==> src/design/wnp_pkg.sv <==
// Shared types and constants of the window nearest point / RMSE block.
// No dependencies; the divider, root and top-level design files import it.
package wnp_pkg;

   localparam int RING_DEPTH_DEF = 256;
   localparam int COORD_W        = 32;
   localparam int SQ_W           = 64;
   localparam int WL_W           = 9;
   localparam int PADDR_W        = 3;

   localparam logic [WL_W-1:0] WINDOW_RESET = 9'd150;

   // register index as decoded from paddr[2]
   localparam logic CSR_WINDOW_LENGTH = 1'b0;

   typedef enum logic [3:0] {
      S_IDLE,
      S_SCAN,
      S_ERR,
      S_ERRW,
      S_SQD,
      S_DIVX,
      S_SQX,
      S_DIVY,
      S_SQY
   } state_type;

endpackage

==> src/design/wnp_div.sv <==
// Restoring divider, one quotient bit per cycle: 64-bit dividend by 32-bit divisor.
// Depends on wnp_pkg.
module wnp_div
   import wnp_pkg::*;
(
   input  logic                 clock,
   input  logic                 reset,
   input  logic                 start,
   input  logic [SQ_W-1:0]      dividend,
   input  logic [COORD_W-1:0]   divisor,
   output logic                 done,
   output logic [SQ_W-1:0]      quotient
);

   logic                       busy_ff;
   logic                       done_ff;
   logic [$clog2(SQ_W)-1:0]    cnt_ff;
   logic [SQ_W-1:0]            q_ff;
   logic [COORD_W-1:0]         rem_ff;
   logic [COORD_W-1:0]         d_ff;
   logic [COORD_W:0]           trial;
   logic                       ge;

   assign trial = {rem_ff, q_ff[SQ_W-1]};
   assign ge    = (trial >= {1'b0, d_ff});

   always_ff @(posedge clock) begin
      if (reset) begin
         busy_ff <= 1'b0;
         done_ff <= 1'b0;
         cnt_ff  <= '0;
      end else begin
         done_ff <= 1'b0;
         if (start) begin
            busy_ff <= 1'b1;
            cnt_ff  <= '1;
         end else if (busy_ff) begin
            cnt_ff <= cnt_ff - 1'b1;
            if (cnt_ff == '0) begin
               busy_ff <= 1'b0;
               done_ff <= 1'b1;
            end
         end
      end
   end

   always_ff @(posedge clock) begin
      if (start) begin
         q_ff   <= dividend;
         rem_ff <= '0;
         d_ff   <= divisor;
      end else if (busy_ff) begin
         q_ff   <= {q_ff[SQ_W-2:0], ge};
         rem_ff <= ge ? COORD_W'(trial - {1'b0, d_ff}) : trial[COORD_W-1:0];
      end
   end

   assign done     = done_ff;
   assign quotient = q_ff;

endmodule

==> config.mk <==
export PLATFORM = sky130hd
export DESIGN_NAME = wnp_div
export DESIGN_NICKNAME = d
export VERILOG_FILES = /design/src/design/wnp_pkg.sv /design/src/design/wnp_div.sv
export SDC_FILE = /design/constraint.sdc
export NUM_CORES = 1
export LEC_CHECK = 0
export ABC_CLOCK_PERIOD_IN_PS = 3300
export BUFFER_PORTS_ARGS = -buffer_cell sky130_fd_sc_hd__buf_4
export CAP_MARGIN = 10
export CORE_ASPECT_RATIO = 1.5
export CORE_UTILIZATION = 45
export DETAILED_ROUTE_END_ITERATION = 10
export PLACE_DENSITY = 0.68
export SETUP_SLACK_MARGIN = 0.3
export SLEW_MARGIN = 20
export SYNTH_ARGS = -nofsm -noshare
export SYNTH_HDL_FRONTEND = slang
export SYNTH_SLANG_ARGS = --single-unit
==> constraint.sdc <==
create_clock -name clock -period 3.3 [get_ports clock]
set_input_delay 0.33 -clock clock [delete_from_list [all_inputs] [get_ports clock]]
set_output_delay 0.33 -clock clock [all_outputs]
set_load 0.02 [all_outputs]
## After elaboration in Yosys (flattened, before gate mapping)

Index checks and enable logic that the tools add are counted.

| word-level totals | value |
|---|---|
| register bits | 136 |
| bits in latches | 0 |
| RAM bits | 0 |
| ROM bits | 0 |
| bits of input ports | 99 |
| word-level logic and storage cells | 22 |
| memories kept | 0 |

| cells by class | value |
|---|---|
| add/subtract/negate cells | 2 |
| $mul | 0 |
| divide/modulo/power cells | 0 |
| magnitude comparators | 1 |
| equality and inequality tests | 0 |
| shift operators | 0 |
| muxes and demuxes | 9 |
| bitwise gates (word level) | 1 |
| reduce and logical (&&, ||, !) cells | 3 |

Operator list:

| cell | number |
|---|---|
| 64-bit two-way mux | 2 |
| 33-bit by 32-bit >= comparator with 1-bit output | 1 |
| 32-bit two-way mux | 1 |
| 32-bit subtractor | 1 |
| 6-bit two-way mux | 2 |
| 6-bit logical NOT | 1 |
| 6-bit by 1-bit subtractor with 6-bit output, second input constant | 1 |
| 1-bit two-way mux | 4 |
| 3-bit OR reduction | 1 |
| 2-bit nonzero test | 1 |
| 1-bit inverter | 1 |

## Longest topological paths before layout

| logic depth | value |
|---|---|
| depth in word-level cells | 4 |
| gate-level depth with buffers | 13 |
| gate-level depth less buffers | 12 |

## Least setup slack after synthesis

OpenSTA, ideal clock, no wires.

| timing path | value |
|---|---|
| path kind | input to register |
| start point | input port start |
| end point | register q_ff[0] (netlist: quotient[0]), enable pin |
| arrival | 2.317 ns |
| data required time | 2.882 ns |
| slack | 0.565 ns |
| stages | 4 |
| buffers on the path | 2 |
| cells stage by stage | clkbuf_1 clkbuf_1 nor2_1 inv_1 |

| on the way | value |
|---|---|
| cells in the longest elaborated chain, start to end | 1 |

Ends and longest elaborated chain:

| element | line | source |
|---|---|---|
| start: declaration | wnp_div.sv:8 | `input logic start,` |
| 2-bit nonzero test (no source line) | n/a |  |
| end signal: assignment | wnp_div.sv:49 | `q_ff <= dividend;` |
| end signal: assignment | wnp_div.sv:53 | `q_ff <= {q_ff[SQ_W-2:0], ge};` |
| end: declaration | wnp_div.sv:18 | `logic [SQ_W-1:0] q_ff;` |

No other way between the ends.
A chain may end at the register's enable or synchronous reset.

## Final worst setup path

| timing path | value |
|---|---|
| start point | register d_ff[4] |
| end point | register rem_ff[24] |

| on the way | value |
|---|---|
| cells in the longest elaborated chain, start to end | 2 |
| elaborated cells between the ends (all ways) | 3 |
| classes of those cells | add/sub: 1; order compare: 1; mux: 1 |

Ends and longest elaborated chain:

| element | line | source |
|---|---|---|
| start: declaration | wnp_div.sv:20 | `logic [COORD_W-1:0] d_ff;` |
| start signal: assignment | wnp_div.sv:51 | `d_ff <= divisor;` |
| 32-bit subtractor / 33-bit by 32-bit >= comparator with 1-bit output (equally long branches) | wnp_div.sv:54, wnp_div.sv:25 |  |
| 32-bit two-way mux (*) | wnp_div.sv:54 | `rem_ff <= ge ? COORD_W'(trial - {1'b0, d_ff}) : trial[COORD_W-1:0];` |
| end signal: assignment | wnp_div.sv:54 |  |
| end: declaration | wnp_div.sv:19 | `logic [COORD_W-1:0] rem_ff;` |

Every way passes the cells marked *; elsewhere a longest branch is shown, timed or not.

==> impl_metrics.tcl <==
set metrics [dict create \
    ir_drop_v 0.000373 \
    vias 5591 \
    yosysWarnings 0 \
    antenna_left 0 \
    detailed_place.area_mm2 0.00867 \
    total_count_of_hold_check_failures_in_the_final_report 0 \
    synth_top_area_share 0.398 \
    start_kind "flip-flop" \
    critical_path_peak_fanout 16 \
    clock_tree_from_tritoncts "done" \
    ys_dominant_reg_cell "edfxtp_1" \
    timing.setup.critical_path_class "reg -> reg" \
    critPathSlowestCell "ha_1" \
    first_iter_violations 193 \
    async_s_r_ff_share_synth 0 \
    io_pins 164 \
    grt_pass1_wl_um 28000 \
    synth_largest_area_cell "edfxtp_1" \
    clockBufferDepth 2 \
    run_status "finished clean" \
    holdPathEnd "d_ff[25]" \
    post-route-drc-count 0 \
    diodes 0 \
    dieArea_mm2 0.0166 \
    finalClockSkew_ns 0.0142 \
    postSynthRegisterBits 136 \
    detailedPlacementHpwl_um 12900 \
    clock_latency_reported_for_the_late_side_of_the_worst_skew_pair_ns 0.43 \
    longest_individual_stage_delay_on_the_worst_path_ns 0.35 \
    stdcell_area_mm2 0.00928 \
    nets 949 \
    regToRegEndpoint "rem_ff[24]" \
    gpl.final_weighted_congestion 0.891 \
    layout.cells.non_filler 1031 \
    numClockSinks 136 \
    switchingPower_mw 1.49 \
    synth.lib_cells_used.distinct 59 \
    antenna_found_initial 0 \
    ys_seq_area_frac 0.508 \
    route.detailed.vias_per_inst 5.42 \
    largest_net_degree_at_the_start_of_global_routing 105 \
    synth_enable_flop_cells 96 \
    synth.area.top_cells "edfxtp_1 (40%), dfxtp_1 (11%), mux2_2 (9.9%), ha_1 (5.9%), nor2_1 (3.4%)" \
    initial_core_util 0.462 \
    drv_cap 0 \
    timing_worst_slew_pin_value_ns 0.734 \
    required_arrival_time_at_the_worst_endpoint_ns 3.59 \
    area_growth_pct 27.9 \
    synth.net_count 785 \
    clock_tree.htree_level_count 4 \
    seq_power_share 0.423 \
    grt_usage 0.216 \
    power_leakage_nw 3.95 \
    unrepaired_setup_endpoints_after_global_routing "no" \
    die_y_um 157 \
    core_rows 56 \
    worstPathArrival_ns 3.11 \
    reg2reg_depth 12 \
    cell_count_post_placement 996 \
    slew_headroom 0.509 \
    syn_area_mm2 0.00725 \
    finalCritPeriodShare 0.854 \
    power_density_mw_per_mm2 539 \
    intPower_mw 3.50 \
    final_total_negative_setup_slack_ns 0 \
    route.final.wire_length_um 17500 \
    worst-r2r-setup-slack_ns 0.48 \
    timing.hold.worst.class "in -> reg" \
    worst_setup_path_end_kind "flip-flop" \
    wire_per_inst_um 17.0 \
    cts_root_buffer "clkbuf_16" \
    fraction_of_power_spent_switching_nets 0.299 \
    drv_slew 0 \
    numPortBuffers 163 \
    post-route-min-period_ns 2.82 \
    fmaxAchievable_mhz 355 \
    fp.coreArea_mm2 0.0157 \
    fraction_of_layout_instances_using_a_drive_strength_above_1 0.345 \
    portion_of_total_power_attributed_to_combinational_logic 0.227 \
    chipWidth_um 106 \
    clock_power_share 0.350 \
    globalRoute.totalOverflow 0 \
    clkTransAtPathRegs_ns 0.06 \
    synth_cells 651 \
    r2r_start "d_ff[4]" \
    hp-start "divisor[25]" \
    hold_depth 1 \
    cts_inserted_buffers 17 \
    first_global_vias 5725 \
    post_synthesis_average_cell_area_um2 11.1 \
    finalSetupViolCount 0 \
    drtPass1Iterations 4 \
    final.hold.worst_slack_ns 0.0763 \
    worstPathCellList "inv_1, ha_1, a21oi_1, nand2_1, o21ai_2, a21oi_4, a31o_4, a41oi_4, buf_4, buf_8, mux2i_1, a211oi_1" \
]
[through the flow]
| step | power (mW) | utilization | setup slack (ns) |
|---|---|---|---|
| after floorplan | 2.86 | - | 0.565 |
| after global placement | 3.24 | 0.552 | 0.466 |
| after detailed placement | 3.26 | 0.552 | 0.402 |
| after CTS | 5.02 | 0.587 | 0.370 |
| after global routing | 5.22 | 0.591 | 0.290 |
| final | 5.00 | 0.591 | 0.482 |
[registers in the layout, summed over array words and instances (netlist names)]
name and count:
cnt_ff 6, done 1, busy_ff 1, quotient 64, rem_ff 32, d_ff 32
[layout by cell type (no fill, tap or decap), types with 3 or more instances in the layout]
master and instances:
buf_4 169, edfxtp_1 96, nor2_1 66, mux2_2 64, a21oi_1 47, inv_1 44
dfxtp_1 40, ha_1 34, nand2_1 27, o21ai_0 23, xnor2_1 20, a211oi_1 20
clkbuf_16 17, a21o_1 14, nor3_1 10, xor2_1 10, mux2i_1 8, nor2b_1 7
o21ai_1 7, nand3_1 6, a32oi_1 6, nand2b_1 6, o211ai_1 5, nand4_1 5
clkinvlp_4 5, and3_1 4, o21bai_1 4, o21a_1 4, inv_6 4, or2_2 3
and4_1 3, a31oi_1 3
[synth_stat cells, types with 2 or more instances]
cell	count
a211oi_1	20
a21boi_0	2
a21o_1	14
a21oi_1	47
a21oi_2	2
a221oi_2	2
a31oi_1	4
a32oi_1	6
and2_1	2
and3_1	4
and4_1	3
buf_4	2
buf_6	3
clkbuf_1	22
dfxtp_1	40
edfxtp_1	96
ha_1	34
inv_1	45
mux2_2	64
mux2i_1	8
nand2_1	27
nand2b_1	7
nand3_1	6
nand4_1	5
nor2_1	66
nor2b_1	7
nor3_1	10
o2111a_1	2
o211ai_1	5
o21a_1	4
o21ai_0	23
o21ai_1	7
o21ai_2	2
o21bai_1	4
o22ai_1	2
or2_2	3
xnor2_1	20
xor2_1	10
[worst max-delay path, delay by kind of cell (launching register included)]
| family | cells | cell delay [ns] |
|---|---|---|
| AO/OA/AOI/OAI | 6 | 1.22 |
| adder cells (fa/ha/maj) | 1 | 0.35 |
| buffers and inverters | 3 | 0.37 |
| flip-flops | 1 | 0.32 |
| multiplexers | 1 | 0.24 |
| AND/OR/NAND/NOR | 1 | 0.17 |
[cells by family (layout without fill, tap and decap cells)]
| group | after synthesis | in the layout | share of synthesized area |
|---|---|---|---|
| compound gates | 157 | 157 | 0.145 |
| buf+inv | 73 | 250 | 0.0419 |
| fa+ha+maj | 35 | 35 | 0.0614 |
| mux | 72 | 72 | 0.110 |
| xor+xnor | 30 | 30 | 0.0362 |
| simple gates | 148 | 148 | 0.0970 |
| flops | 136 | 136 | 0.508 |
[metal layers]
metal,routed length (um),track usage
met5,0,0
met4,465,0.101
met3,1230,0.0712
met2,9150,0.384
met1,6700,0.229
[worst max-delay path by stage]
| stage | start | depth (start not counted) | end | slack, ns |
|---|---|---|---|---|
| 2_1_floorplan | start | 4 | quotient[0] | 0.57 |
| 3_3_place_gp | d_ff[1] | 12 | rem_ff[2] | 0.47 |
| 3_5_place_dp | d_ff[1] | 11 | rem_ff[31] | 0.40 |
| 4_1_cts | d_ff[1] | 11 | rem_ff[31] | 0.37 |
| 5_1_grt | d_ff[1] | 13 | rem_ff[20] | 0.29 |
| 6_report | d_ff[4] | 12 | rem_ff[24] | 0.48 |
[power groups by stage]
| stage | clock network (mW) | logic, mW | registers, mW |
|---|---|---|---|
| after detailed placement | 0 | 1.12 | 2.14 |
| final | 1.75 | 1.14 | 2.11 |
| after global placement | 0 | 1.10 | 2.14 |
| after global routing | 1.85 | 1.24 | 2.13 |
| after CTS | 1.79 | 1.12 | 2.11 |
| after floorplan | 0 | 0.633 | 2.23 |
[area by class of cell]
type / instances / area, um^2
clock buffer: 17 / 425
timing repair buffer: 173 / 1340
sequential: 136 / 3680
inverter: 45 / 169
multi-input combinational: 442 / 3290
tap: 203 / 254
clock inverter: 15 / 116
fill: 1352 / 6420
[repair_timing]
action,4_1_cts,5_1_grt
gates resized for setup,0,9
endpoints found under the setup margin,0,20
buffers inserted,0,3
hold buffers,0,0
hold endpoints to repair,0,0
Power figures use the tool's default switching activity.
