<file path="src/design/wnp_pkg.sv">
// Shared types and constants of the window nearest point / RMSE block.
// No dependencies; the divider, root and top-level design files import it.
package wnp_pkg;

   localparam int RING_DEPTH_DEF = 256;
   localparam int COORD_W        = 32;
   localparam int SQ_W           = 64;
   localparam int WL_W           = 9;
   localparam int PADDR_W        = 3;

   localparam logic [WL_W-1:0] WINDOW_RESET = 9'd150;

   // register index as decoded from paddr[2]
   localparam logic CSR_WINDOW_LENGTH = 1'b0;

   typedef enum logic [3:0] {
      S_IDLE,
      S_SCAN,
      S_ERR,
      S_ERRW,
      S_SQD,
      S_DIVX,
      S_SQX,
      S_DIVY,
      S_SQY
   } state_type;

endpackage

</file>
<file path="src/design/wnp_sqrt.sv">
// Digit-by-digit floor square root of a 64-bit value, one result bit per cycle.
// Depends on wnp_pkg.
module wnp_sqrt
   import wnp_pkg::*;
(
   input  logic                 clock,
   input  logic                 reset,
   input  logic                 start,
   input  logic [SQ_W-1:0]      radicand,
   output logic                 done,
   output logic [COORD_W-1:0]   root
);

   logic                         busy_ff;
   logic                         done_ff;
   logic [$clog2(COORD_W)-1:0]   cnt_ff;
   logic [SQ_W-1:0]              v_ff;
   logic [COORD_W-1:0]           res_ff;
   logic [COORD_W+1:0]           rem_ff;
   logic [COORD_W+2:0]           rem2;
   logic [COORD_W+2:0]           trial;
   logic                         ge;

   assign rem2  = {rem_ff[COORD_W:0], v_ff[SQ_W-1:SQ_W-2]};
   assign trial = {1'b0, res_ff, 2'b01};
   assign ge    = (rem2 >= trial);

   always_ff @(posedge clock) begin
      if (reset) begin
         busy_ff <= 1'b0;
         done_ff <= 1'b0;
         cnt_ff  <= '0;
      end else begin
         done_ff <= 1'b0;
         if (start) begin
            busy_ff <= 1'b1;
            cnt_ff  <= '1;
         end else if (busy_ff) begin
            cnt_ff <= cnt_ff - 1'b1;
            if (cnt_ff == '0) begin
               busy_ff <= 1'b0;
               done_ff <= 1'b1;
            end
         end
      end
   end

   always_ff @(posedge clock) begin
      if (start) begin
         v_ff   <= radicand;
         res_ff <= '0;
         rem_ff <= '0;
      end else if (busy_ff) begin
         v_ff   <= {v_ff[SQ_W-3:0], 2'b00};
         res_ff <= {res_ff[COORD_W-2:0], ge};
         rem_ff <= ge ? (COORD_W+2)'(rem2 - trial) : rem2[COORD_W+1:0];
      end
   end

   assign done = done_ff;
   assign root = res_ff;

endmodule

</file>
<file path="config.mk">
export PLATFORM = sky130hd
export DESIGN_NAME = wnp_sqrt
export DESIGN_NICKNAME = d
export VERILOG_FILES = /design/src/design/wnp_pkg.sv /design/src/design/wnp_sqrt.sv
export SDC_FILE = /design/constraint.sdc
export NUM_CORES = 1
export LEC_CHECK = 0
export ABC_AREA = 0
export BUFFER_PORTS_ARGS = -buffer_cell sky130_fd_sc_hd__buf_2
export CORE_UTILIZATION = 50
export DETAILED_ROUTE_END_ITERATION = 10
export HOLD_SLACK_MARGIN = 0.08
export PLACE_DENSITY = 0.81
export SKIP_LAST_GASP = 1
export SLEW_MARGIN = 20
export SYNTH_ARGS = -nofsm -noshare
export SYNTH_HDL_FRONTEND = slang
export SYNTH_SLANG_ARGS = --single-unit
</file>
<file path="constraint.sdc">
create_clock -name clock -period 6.4 [get_ports clock]
set_input_delay 1.28 -clock clock [delete_from_list [all_inputs] [get_ports clock]]
set_output_delay 1.28 -clock clock [all_outputs]
set_load 0.005 [all_outputs]
</file>
# Yosys cells after proc, flatten, opt, wreduce, memory -nomap -nowiden
# Index checks and enable logic that the tools add are counted.
# totals
inputBits,67
wordCells,22
output_inout_bits,33
reg_bits,136
# classes
muxes,9
n_bitwise,1
n_reduce_logical,3
magnitude_cmp,1
n_addsub,2
# op_table
operator,n
2-to-1 mux 64 bit,2
greater-or-equal comparator 35 x 34 -> 1 bit,1
2-to-1 mux 33 bit,1
subtractor 33 bit,1
2-to-1 mux 5 bit,2
zero test 5 bit,1
subtractor 5 x 1 -> 5 bit (second input constant),1
2-to-1 mux 1 bit,4
OR reduction 3 bit,1
nonzero test 2 bit,1
inverter 1 bit,1

# Longest topological paths before layout
# Gate-level depths: netlist of the first run.
# logic_depth
word_depth,4
depth_mapped,12

# Worst setup path after synthesis of the first run
# No wires, ideal clock.
# synth_timing
path_type,input -> register
startpoint,input start
endpoint,register v_ff[0] (enable)
arrival_time_ns,3.055
stages,4
setup_ns,0.418
path_slack_ns,2.927
path_cell_list,clkbuf_1 -> nor2_1 -> clkbuf_1 -> inv_1
# synth_via
elab_chain_len,1
# synth_rtl
item,line_no,text
"start, declared",wnp_sqrt.sv:8,"input logic start,"
nonzero test 2 bit (no source line),--,
"end signal, assigned",wnp_sqrt.sv:50,v_ff <= radicand;
"end signal, assigned",wnp_sqrt.sv:54,"v_ff <= {v_ff[SQ_W-3:0], 2'b00};"
"end, declared",wnp_sqrt.sv:17,logic [SQ_W-1:0] v_ff;
# Every way passes these cells.
# A chain may end at the register's enable or synchronous reset.

# Worst setup path in the final report of the first run
# layout_timing
startpoint,register res_ff[0] (netlist: root[0])
endpoint,register rem_ff[20]
# layout_via
elab_chain_len,2
elab_cells_between_ends,3
cone_classes,1 x add/sub; 1 x order compare; 1 x mux
# layout_rtl
item,line_no,text
"start, declared",wnp_sqrt.sv:18,logic [COORD_W-1:0] res_ff;
"start signal, assigned",wnp_sqrt.sv:55,"res_ff <= {res_ff[COORD_W-2:0], ge};"
subtractor 33 bit / greater-or-equal comparator 35 x 34 -> 1 bit (equally long branches),"wnp_sqrt.sv:56, wnp_sqrt.sv:26",
2-to-1 mux 33 bit (*),wnp_sqrt.sv:56,rem_ff <= ge ? (COORD_W+2)'(rem2 - trial) : rem2[COORD_W+1:0];
"end signal, assigned",wnp_sqrt.sv:56,
"end, declared",wnp_sqrt.sv:19,logic [COORD_W+1:0] rem_ff;
# Mark *: on every way between the ends. The rest lies on a longest branch, timed or not.

==> results of run 1 <==
[Yosys cell counts, types with 3 or more instances]
master and n:
nand2_1 39, edfxtp_1 64, mux2i_1 48, a21o_1 8, a211o_1 4, inv_1 43, buf_1 3, o311ai_0 5
nor2b_1 3, nand4_1 9, and3_1 3, mux2_2 62, xor2_1 17, clkbuf_1 28, nand2b_1 4, xnor2_1 14
a32oi_1 8, nor2_1 81, nor3_1 8, and2_1 8, or2_2 4, o21ai_0 36, a31oi_1 8, o21a_1 8
o211ai_1 4, a21oi_1 30, a211oi_1 15, dfxtp_1 72, ha_1 36, o31ai_1 5, nand3_1 9
[power by group through the flow]
stage | Clock (W) | Sequential (W) | Combinational [W]
2_1_floorplan | 0 | 0.00112 | 0.00194
3_3_place_gp | 0 | 0.00115 | 0.00230
3_5_place_dp | 0 | 0.00115 | 0.00234
4_1_cts | 0.000958 | 0.00114 | 0.00236
5_1_grt | 0.000999 | 0.00115 | 0.00260
6_report | 0.000943 | 0.00114 | 0.00237
[kinds of logic (layout without fill, tap and decap cells)]
logic type | count (synthesis) | in the layout
and+or+nand+nor | 179 | 179
xor gates and xnor gates | 31 | 31
DFF | 136 | 136
buffers and inverters | 77 | 180
AOI/OAI and AO/OA | 151 | 151
adders and majority gates | 36 | 36
muxes | 110 | 110
[state kept, by name (all words and copies together) (netlist names)]
signal	flops
busy_ff	1
root	32
v_ff	64
done	1
rem_ff	33
cnt_ff	5
[worst paths after layout]
check,startpoint,endpoint,slack (ns),cells past startpoint
worst min register to register,rem_ff[29],rem_ff[29],0.50,2
worst max-delay path,root[0],rem_ff[20],2.81,11
worst min-delay path,rem_ff[29],rem_ff[29],0.50,2
worst max register to register,root[0],rem_ff[20],2.81,11
[routing by layer]
layer	up-vias	track usage, %
li1	2821	-
met1	2678	25.32
met2	163	35.21
met3	15	7.418
met4	0	6.777
met5	-	0
[layout make-up]
| type | count | area (um^2) | area share, % |
|---|---|---|---|
| timing repair buffer | 105 | 543.0 | 6.304 |
| clock buffer | 17 | 425.4 | 4.938 |
| inverter | 43 | 161.4 | 1.874 |
| tap | 184 | 230.2 | 2.672 |
| sequential | 136 | 3364 | 39.06 |
| clock inverter | 15 | 151.4 | 1.757 |
| multi-input combinational | 507 | 3739 | 43.40 |
[per-stage QoR]
stage | cells | power (W)
detailed placement | 975 | 0.003489
floorplan | 720 | 0.003063
global route | 1007 | 0.004752
CTS | 1007 | 0.004450
finish | 1007 | 0.004454
global placement | 975 | 0.003452
[worst reg2reg max path, stage by stage (launching register included)]
cell       delay (ns)
dfxtp_1          0.37
inv_1            0.07
ha_1             0.23
or3_1            0.36
o22ai_1          0.39
o221a_2          0.31
o2111ai_1        0.10
and2_1           0.23
a21oi_4          0.52
buf_4            0.45
nand2b_1         0.29
o21ai_0          0.13
[layout by cell type (no fill, tap or decap), types with 5 or more instances in the layout]
cell / netlist / layout
buf_2: 1 / 98
nor2_1: 81 / 81
dfxtp_1: 72 / 71
edfxtp_1: 64 / 64
mux2_2: 62 / 62
mux2i_1: 48 / 48
inv_1: 43 / 42
nand2_1: 39 / 39
o21ai_0: 36 / 36
ha_1: 36 / 36
a21oi_1: 30 / 30
xor2_1: 17 / 17
clkbuf_16: 0 / 17
a211oi_1: 15 / 15
xnor2_1: 14 / 14
nand4_1: 9 / 9
nand3_1: 9 / 9
a31oi_1: 8 / 8
a21o_1: 8 / 8
nor3_1: 8 / 8
a32oi_1: 8 / 8
o21a_1: 8 / 8
and2_1: 8 / 8
buf_4: 1 / 7
o31ai_1: 5 / 5
o311ai_0: 5 / 5
inv_6: 0 / 5
==> out/results.txt, run 1 <==
Setup TNS - 0 ns
EDFF count, synth - 64
Sw power - 0.001885 W
Core Area - 0.01448 mm^2
Post-synth cell types - 60
Fin util - 59.50%
Vias per cell - 5.638
TritonCTS clock tree - built
Worst-Skew Late Latency - 0.42 ns
Static Leakage - 3.559 nW
Syn Inst Count - 720
Pre-Repair DR Iteration Count - 5
Die width - 123.7 um
Max Cap Violations - 0
Hpwl dp - 10.78 mm
Chip height - 123.7 um
Clock sinks - 136
Metal-1 WL - 6.865 mm
Worst rel slew slack - 32.41%
Critical Path Source Type - register
WS Path Type - register to register
Mux contribution to synthesized area - 15.92%
Hold buffers post-CTS - 0
# H-tree levels - 4
Gpl congestion - 0.9082
WHS - 0.4958 ns
Pint - 0.002569 W
Wirelength per Cell - 15.55 um
Post-CTS Setup Inserts - 0
Largest family of logic cells by synthesized area - multiplexers
Crit path largest cell delay - 0.52 ns
Met3 WL - 1.065 mm
Synth Cell Area - 0.007403 mm^2
Critical path's slowest cell - a21oi_4
RSZ-0062 raised after global routing - false
Final WL - 15.66 mm
Iter 0 DRT Violations - 480
Final Critical Period - 3.590 ns
Top sig layer - met4
Maximum vdd ir drop - 0.4428 mV
Least-Margin Pin Slew - 1.014 ns
Synth area leader - edfxtp_1
Final Max Slew Viols - 0
Final Cell Area - 0.008615 mm^2
Warnings from Yosys - 0
Total track usage - 21.11%
Routed via count - 5677
Highest Clock Rate - 278.6 MHz
Post-synthesis xor/xnor area fraction - 3.667%
Fin crit share - 56.09%
IO Port Bufs - 99
Net Count, Synth - 823
Layout area overhead - 16.36%
Clock share of power - 21.2%
Share of cells above drive strength 1 - 25.76%
Buf/Inv on CP - 2
Average cell area after synthesis - 10.28 um^2
Clock skew - 0.008385 ns
CTS buffer count - 17
# IOs - 100
Residual DRC count - 0
Sequential area share after synthesis - 45.43%
Post-synthesis simple-gate area fraction - 11.24%
#FFs+latches synth - 136
Hold Crit Class - register to register
Crit. End Element - register
Cell family with most CP delay - compound AO/OA/AOI/OAI gates
Hold Violations, Final - 0
Final setup margin - 2.810 ns
Initial Util - 51.13%
Combinational power share - 53.3%
Pwr/cell area - 517.0 mW/mm^2
Post-synthesis compound-gate area fraction - 13.59%
Row cnt - 44
Adder-cell area share of the yosys netlist - 6.084%
ANT nets after route - 0
N_diodes - 0
Grt total ovfl - 0
Critical Path RT - 6.70 ns
Critical Path AT - 3.89 ns
Status - complete, no violations
Crit Path Max Fanout - 31
Top FF cell, synth - dfxtp_1
Top cells by area, synth - edfxtp_1 (26%), dfxtp_1 (19%), mux2_2 (9.4%)
Reg clk slew, reported paths - 0.06 ns
Vias in the first global route - 5270
Fill count - 1198
Largest net degree at the start of global routing - 93
First-pass GRT wire length - 24.91 mm
Final #Nets - 913
Setup violators final - 0
Wire length on met2 - 7.597 mm
DP Worst Slack - 2.860 ns
Initial antenna violation count - 0
Synth top area share - 25.96%
Die Area - 0.01530 mm^2
Async set-reset flop share out of synthesis - 0%
Critical-path cell list - inv_1 > ha_1 > or3_1 > o22ai_1 > o221a_2 > o2111ai_1 > and2_1 > a21oi_4 > buf_4 > nand2b_1 > o21ai_0
DP Area - 0.008038 mm^2
Max Buffers Root-to-Sink - 2
PostCTS Resize Cnt - 0
Root Buffer Master - clkbuf_16
Net Sw Frac - 42.31%
Part of the power in registers - 25.5%
(Power assumes the default switching activity.)
==> run 2: changes to the inputs <==
- PLACE_DENSITY: 0.81 -> 0.84
- clock period: 6.4 -> 3.2 ns (I/O delays scaled with it)
==> run 2 against run 1 <==
Against the previous run: total power grew 110%; sequential power grew 98%; combinational power grew 110%; die area stayed put; count of clock-buffer cells in the layout unchanged; via count up 0.14%; critical path depth did not move; largest cell class unchanged.
==> out/results.txt, run 2 (same netlist as run 1, synthesis figures left out) <==
Status - complete, no violations (unchanged)
Iter 0 DRT Violations - 416 (was 480)
Layout area overhead - 18.32% (was 16.36%)
Worst flop-to-flop path endpoint - rem_ff[4] (was rem_ff[20])
R2r setup slk - 0.29 ns (was 2.81 ns)
Least-Margin Pin Slew - 0.6680 ns (was 1.014 ns)
Finished Layout Cells - 1022 (was 1007)
Most frequent cells in the layout - buf_2 (98), nor2_1 (81), dfxtp_1 (71), edfxtp_1 (64), mux2_2 (62) (unchanged)
Post-CTS Setup Inserts - 0 (unchanged)
Final Critical Period - 2.909 ns (was 3.590 ns)
Critical Path RT - 3.53 ns (was 6.70 ns)
Highest Clock Rate - 343.8 MHz (was 278.6 MHz)
CP startpoint - root[21] (was root[0])
Critical-path cell list - inv_1 > ha_1 > nand2_1 > or4_4 > nor4_4 > nand4_1 > o311ai_1 > a21oi_4 > buf_4 > a211o_1 > a311oi_1 (was inv_1 > ha_1 > or3_1 > o22ai_1 > o221a_2 > o2111ai_1 > and2_1 > a21oi_4 > buf_4 > nand2b_1 > o21ai_0)
Critical Path AT - 3.24 ns (was 3.89 ns)
Met3 global-route usage - 6.456% (was 7.418%)
First-pass GRT wire length - 25.88 mm (was 24.91 mm)
Worst r2r path cells - 11 (unchanged)
Met1 usage - 26.85% (was 25.32%)
WS Path Type - register to register (unchanged)
ANT nets after route - 0 (unchanged)
Crit. End Element - register (unchanged)
Met2 GRT Util - 36.11% (was 35.21%)
Hold buffers post-CTS - 0 (unchanged)
Reg clk slew, reported paths - 0.06 ns (about the same)
Total track usage - 21.92% (was 21.11%)
Setup violators final - 0 (unchanged)
Critical Path Source Type - register (unchanged)
CP endpoint - rem_ff[4] (was rem_ff[20])
Crit Path Max Fanout - 16 (was 31)
Final Max Slew Viols - 0 (unchanged)
DP Area - 0.008155 mm^2 (was 0.008038 mm^2)
Max reg flops - 64 (unchanged)
Critical path's slowest cell - or4_4 (was a21oi_4)
Fin crit share - 90.90% (was 56.09%)
CTS buffer count - 17 (unchanged)
Share of cells above drive strength 1 - 27.00% (was 25.76%)
Residual DRC count - 0 (unchanged)
TritonCTS clock tree - built (unchanged)
Vias per cell - 5.563 (was 5.638)
Largest net degree at the start of global routing - 65 (was 93)
Final WL - 15.93 mm (was 15.66 mm)
Die Area - 0.01530 mm^2 (unchanged)
Max Buffers Root-to-Sink - 2 (unchanged)
Pwr/cell area - 1048 mW/mm^2 (was 517.0 mW/mm^2)
IO Port Bufs - 99 (unchanged)
Routed via count - 5685 (was 5677)
Core Area - 0.01448 mm^2 (unchanged)
Worst-Skew Late Latency - 0.42 ns (about the same)
Maximum vdd ir drop - 0.6804 mV (was 0.4428 mV)
GRT busiest layer - met2 (unchanged)
Initial Util - 51.13% (unchanged)
Final Cell Area - 0.008760 mm^2 (was 0.008615 mm^2)
Static Leakage - 3.649 nW (was 3.559 nW)
Setup TNS - 0 ns (unchanged)
Root Buffer Master - clkbuf_16 (unchanged)
Commonest non-fill, non-tap cell in the layout - buf_2 (unchanged)
Hpwl dp - 11.14 mm (was 10.78 mm)
Gpl congestion - 0.9246 (was 0.9082)
Fill count - 1207 (was 1198)
Final setup margin - 0.2912 ns (was 2.810 ns)
Grt total ovfl - 0 (unchanged)
# H-tree levels - 4 (unchanged)
Final #Nets - 927 (was 913)
Max Cap Violations - 0 (unchanged)
Cells after DPL - 989 (was 975)
Row cnt - 44 (unchanged)
Wirelength per Cell - 15.59 um (was 15.55 um)
Worst rel slew slack - 55.46% (was 32.41%)
Hold Violations, Final - 0 (unchanged)
Crit path largest cell delay - 0.56 ns (was 0.52 ns)
Vias in the first global route - 5459 (was 5270)
Initial antenna violation count - 0 (unchanged)
Chip height - 123.7 um (unchanged)
RSZ-0062 raised after global routing - false (unchanged)
DP Worst Slack - 0.1093 ns (was 2.860 ns)
Clock sinks - 136 (unchanged)
Die width - 123.7 um (unchanged)
Pre-Repair DR Iteration Count - 6 (was 5)
Fin util - 60.50% (was 59.50%)
Clock skew - 0.007873 ns (was 0.008385 ns)
Worst r2r src - root[21] (was root[0])
Hold Crit Class - input port to register (was register to register)
Biggest register - v_ff (unchanged)
# IOs - 100 (unchanged)
run 2: changes by cell type in the layout (fill, tap and decap cells not counted):
| cell | change |
|---|---|
| buf_4 | +13 |
| inv_6 | +1 |
| diode_2 | +1 |
| clkinvlp_4 | -1 |
| clkinv_2 | +1 |
| clkinv_4 | -1 |
| buf_12 | +1 |
| clkinv_8 | -2 |
| bufinv_16 | +2 |
run 2: repair_timing:
action                                 4_1_cts  5_1_grt
resized for setup                            0        0
setup endpoints to repair                    0        4
endpoints found under the hold margin        0        0
run 2: final cells by class:
cell class                      instances  area, um^2  area share [%]
Multi-Input combinational cell        507        3739           42.68
Sequential cell                       136        3364           38.41
Timing Repair Buffer                  119       660.6           7.542
Clock buffer                           17       425.4           4.856
Tap cell                              184       230.2           2.628
Clock inverter                         15       176.4           2.014
Inverter                               43       161.4           1.843
Antenna cell                            1       2.502         0.02857
run 2: worst max-delay path: cells and delay by family (launching register included):
| kind | cells | cell delay [ns] |
|---|---|---|
| buffers and inverters | 2 | 0.29 |
| flip-flops | 1 | 0.37 |
| adder cells (fa/ha/maj) | 1 | 0.36 |
| AO/OA/AOI/OAI | 4 | 0.76 |
| AND/OR/NAND/NOR | 4 | 1.06 |
run 2: per-stage QoR:
stage	hold slack, ns	total power [W]
3_3_place_gp	0.4661	0.007072
2_1_floorplan	0.4364	0.006125
5_1_grt	0.4716	0.009818
4_1_cts	0.4582	0.009183
6_report	0.4763	0.009183
3_5_place_dp	0.4724	0.007128
run 2: per-layer routing:
metal,vias to the layer above,part of all wire (%)
met5,-,0
met4,0,1.6
met3,21,6.1
met2,137,48
met1,2682,44
li1,2845,-
run 2: report_power, final:
group	internal (W)	leakage (nW)	total [W]	switching [W]
Clock	0.00118	0.295	0.00201	0.000832
Sequential	0.00210	1.23	0.00226	0.000163
Combinational	0.00216	2.12	0.00491	0.00275
Total	0.00544	3.65	0.00918	0.00375
run 2: worst min-delay path by stage:
| stage | depth (start not counted) | to | startpoint |
|---|---|---|---|
| global placement | 2 | rem_ff[31] | rem_ff[31] |
| detailed placement | 2 | rem_ff[31] | rem_ff[31] |
| floorplan | 2 | rem_ff[31] | rem_ff[31] |
| finish | 2 | cnt_ff[2] | reset |
| global route | 2 | cnt_ff[4] | reset |
| CTS | 2 | cnt_ff[2] | reset |
==> run 3: changes to the inputs <==
- BUFFER_PORTS_ARGS: -buffer_cell sky130_fd_sc_hd__buf_2 -> default
- CTS_CLUSTER_DIAMETER: default -> 150
- DONT_BUFFER_PORTS: default -> 1
- PLACE_DENSITY: 0.84 -> 0.78
- REMOVE_ABC_BUFFERS: default -> 1
==> run 3 against run 2 <==
Against the previous run: clock skew up 0.0039 ns; first-iteration DRC count down 11%; non-clock buffer count down 94; via count down 4.5%; clock power down 4%; critical path depth down 1; critical path type unchanged; largest power group unchanged; highest routed layer unchanged.
==> out/results.txt, run 3 (same netlist as run 1, synthesis figures left out) <==
WS Path Type - register to register (unchanged)
Highest Clock Rate - 332.1 MHz (was 343.8 MHz)
RSZ-0062 raised after global routing - false (unchanged)
Hold Violations, Final - 0 (unchanged)
Wirelength per Cell - 17.58 um (was 15.59 um)
Hold Crit Class - input port to register (unchanged)
CP startpoint - root[7] (was root[21])
Status - complete, no violations (unchanged)
Tot Pwr - 0.009365 W (was 0.009183 W)
Residual DRC count - 0 (unchanged)
Final Max Slew Viols - 0 (unchanged)
Worst r2r src - root[7] (was root[21])
Pre-Repair DR Iteration Count - 4 (was 6)
Share of cells above drive strength 1 - 17.90% (was 27.00%)
IO Port Bufs - 0 (was 99)
CTS buffer count - 17 (unchanged)
Final WL - 16.30 mm (was 15.93 mm)
Grt total ovfl - 0 (unchanged)
Maximum vdd ir drop - 0.7696 mV (was 0.6804 mV)
First-pass GRT wire length - 26.10 mm (was 25.88 mm)
Largest net degree at the start of global routing - 121 (was 65)
Vias in the first global route - 5411 (was 5459)
WHS - 0.2768 ns (was 0.4763 ns)
Max Cap Violations - 0 (unchanged)
ANT nets after route - 0 (unchanged)
Critical Path RT - 3.54 ns (was 3.53 ns)
Die Area - 0.01530 mm^2 (unchanged)
Max Buffers Root-to-Sink - 2 (unchanged)
Fill count - 1244 (was 1207)
Critical Path AT - 3.35 ns (was 3.24 ns)
Worst r2r path cells - 10 (was 11)
Vias per cell - 5.858 (was 5.563)
Root Buffer Master - clkbuf_16 (unchanged)
Pwr/cell area - 1126 mW/mm^2 (was 1048 mW/mm^2)
Clock sinks - 136 (unchanged)
Final #Nets - 833 (was 927)
CP endpoint - rem_ff[25] (was rem_ff[4])
Storage element area - 0.003366 mm^2 (was 0.003364 mm^2)
Hpwl dp - 11.19 mm (was 11.14 mm)
Setup violators final - 0 (unchanged)
Biggest register - v_ff (unchanged)
Most frequent cells in the layout - nor2_1 (80), dfxtp_1 (70), edfxtp_1 (64), mux2_2 (62), mux2i_1 (48) (was buf_2 (98), nor2_1 (81), dfxtp_1 (71), edfxtp_1 (64), mux2_2 (62))
Clock skew - 0.01182 ns (was 0.007873 ns)
Final Critical Period - 3.011 ns (was 2.909 ns)
Worst-Skew Late Latency - 0.43 ns (was 0.42 ns)
Reg clk slew, reported paths - 0.06 ns (about the same)
Least-Margin Pin Slew - 0.8961 ns (was 0.6680 ns)
Chip height - 123.7 um (unchanged)
# H-tree levels - 4 (unchanged)
Final setup margin - 0.1893 ns (was 0.2912 ns)
# IOs - 100 (unchanged)
Core Area - 0.01448 mm^2 (unchanged)
Row cnt - 44 (unchanged)
Routed via count - 5430 (was 5685)
Iter 0 DRT Violations - 371 (was 416)
Max reg flops - 64 (unchanged)
R2r setup slk - 0.19 ns (was 0.29 ns)
Die width - 123.7 um (unchanged)
Gpl congestion - 0.8871 (was 0.9246)
Hold buffers post-CTS - 0 (unchanged)
Crit. End Element - register (unchanged)
Commonest non-fill, non-tap cell in the layout - nor2_1 (was buf_2)
Layout area overhead - 12.34% (was 18.32%)
Initial antenna violation count - 0 (unchanged)
Crit Path Max Fanout - 7 (was 16)
Fin crit share - 94.08% (was 90.90%)
Critical Path Source Type - register (unchanged)
Worst flop-to-flop path endpoint - rem_ff[25] (was rem_ff[4])
Total track usage - 22.19% (was 21.92%)
Static Leakage - 3.221 nW (was 3.649 nW)
Setup TNS - 0 ns (unchanged)
Footprint of the multi-input gates - 0.003756 mm^2 (was 0.003739 mm^2)
Worst rel slew slack - 40.14% (was 55.46%)
TritonCTS clock tree - built (unchanged)
Initial Util - 51.13% (unchanged)
DP Worst Slack - 0.1451 ns (was 0.1093 ns)
N_diodes - 0 (was 1)
[run 3: cell count changes in the layout (fill, tap and decap cells not counted), sizes merged]
cell      before  now
buf          119   25
clkbuf        17   18
clkinv         3    7
clkinvlp       1    2
diode          1    0
inv           52   46
[run 3: how the worst min path moves through the flow]
stage / from / depth (start not counted) / endpoint
4_1_cts: reset / 1 / busy_ff
3_3_place_gp: rem_ff[31] / 2 / rem_ff[31]
2_1_floorplan: rem_ff[31] / 2 / rem_ff[31]
6_report: reset / 1 / busy_ff
3_5_place_dp: rem_ff[31] / 2 / rem_ff[31]
5_1_grt: reset / 1 / busy_ff
[run 3: stage by stage]
| step | util (%) | std cells | instance area [um^2] |
|---|---|---|---|
| floorplan | - | 686 | 7263 |
| finish | 57.44 | 927 | 8317 |
| global placement | 53.28 | 894 | 7715 |
| detailed placement | 53.28 | 894 | 7715 |
| CTS | 57.28 | 926 | 8293 |
| global route | 57.44 | 927 | 8317 |
[run 3: timing repair]
item / 4_1_cts / 5_1_grt
setup buffers: 0 / 1
resized for setup: 0 / 3
endpoints found under the setup margin: 0 / 8
[run 3: final cells by class]
| type | instances | area share (%) |
|---|---|---|
| clock inverters | 14 | 1.790 |
| multi-input cells | 507 | 45.16 |
| well taps | 184 | 2.768 |
| clock buffers | 18 | 5.160 |
| repair buffers | 25 | 2.708 |
| flip-flops and latches | 136 | 40.47 |
| inverters | 43 | 1.941 |
[run 3: power breakdown]
group	switching (W)	internal, W	leakage (nW)
clock	0.000784	0.00115	0.276
sequential	0.000180	0.00210	1.23
combinational	0.00282	0.00234	1.71
[run 3: worst max-delay path: stages (launching register included)]
cell and delay (ns):
dfxtp_1 0.43, inv_1 0.07, ha_1 0.42, nand4_1 0.14, or2_2 0.31, o22ai_1 0.30, o211ai_1 0.18, a21boi_0 0.37
nor3_1 0.09, or3b_1 0.36, a311oi_1 0.25
[run 3: layer usage]
layer / track usage (%) / wire [um]
met5: 0 / 0
met2: 36.60 / 7828
met1: 26.60 / 6874
met4: 8.810 / 323
met3: 7.326 / 1273
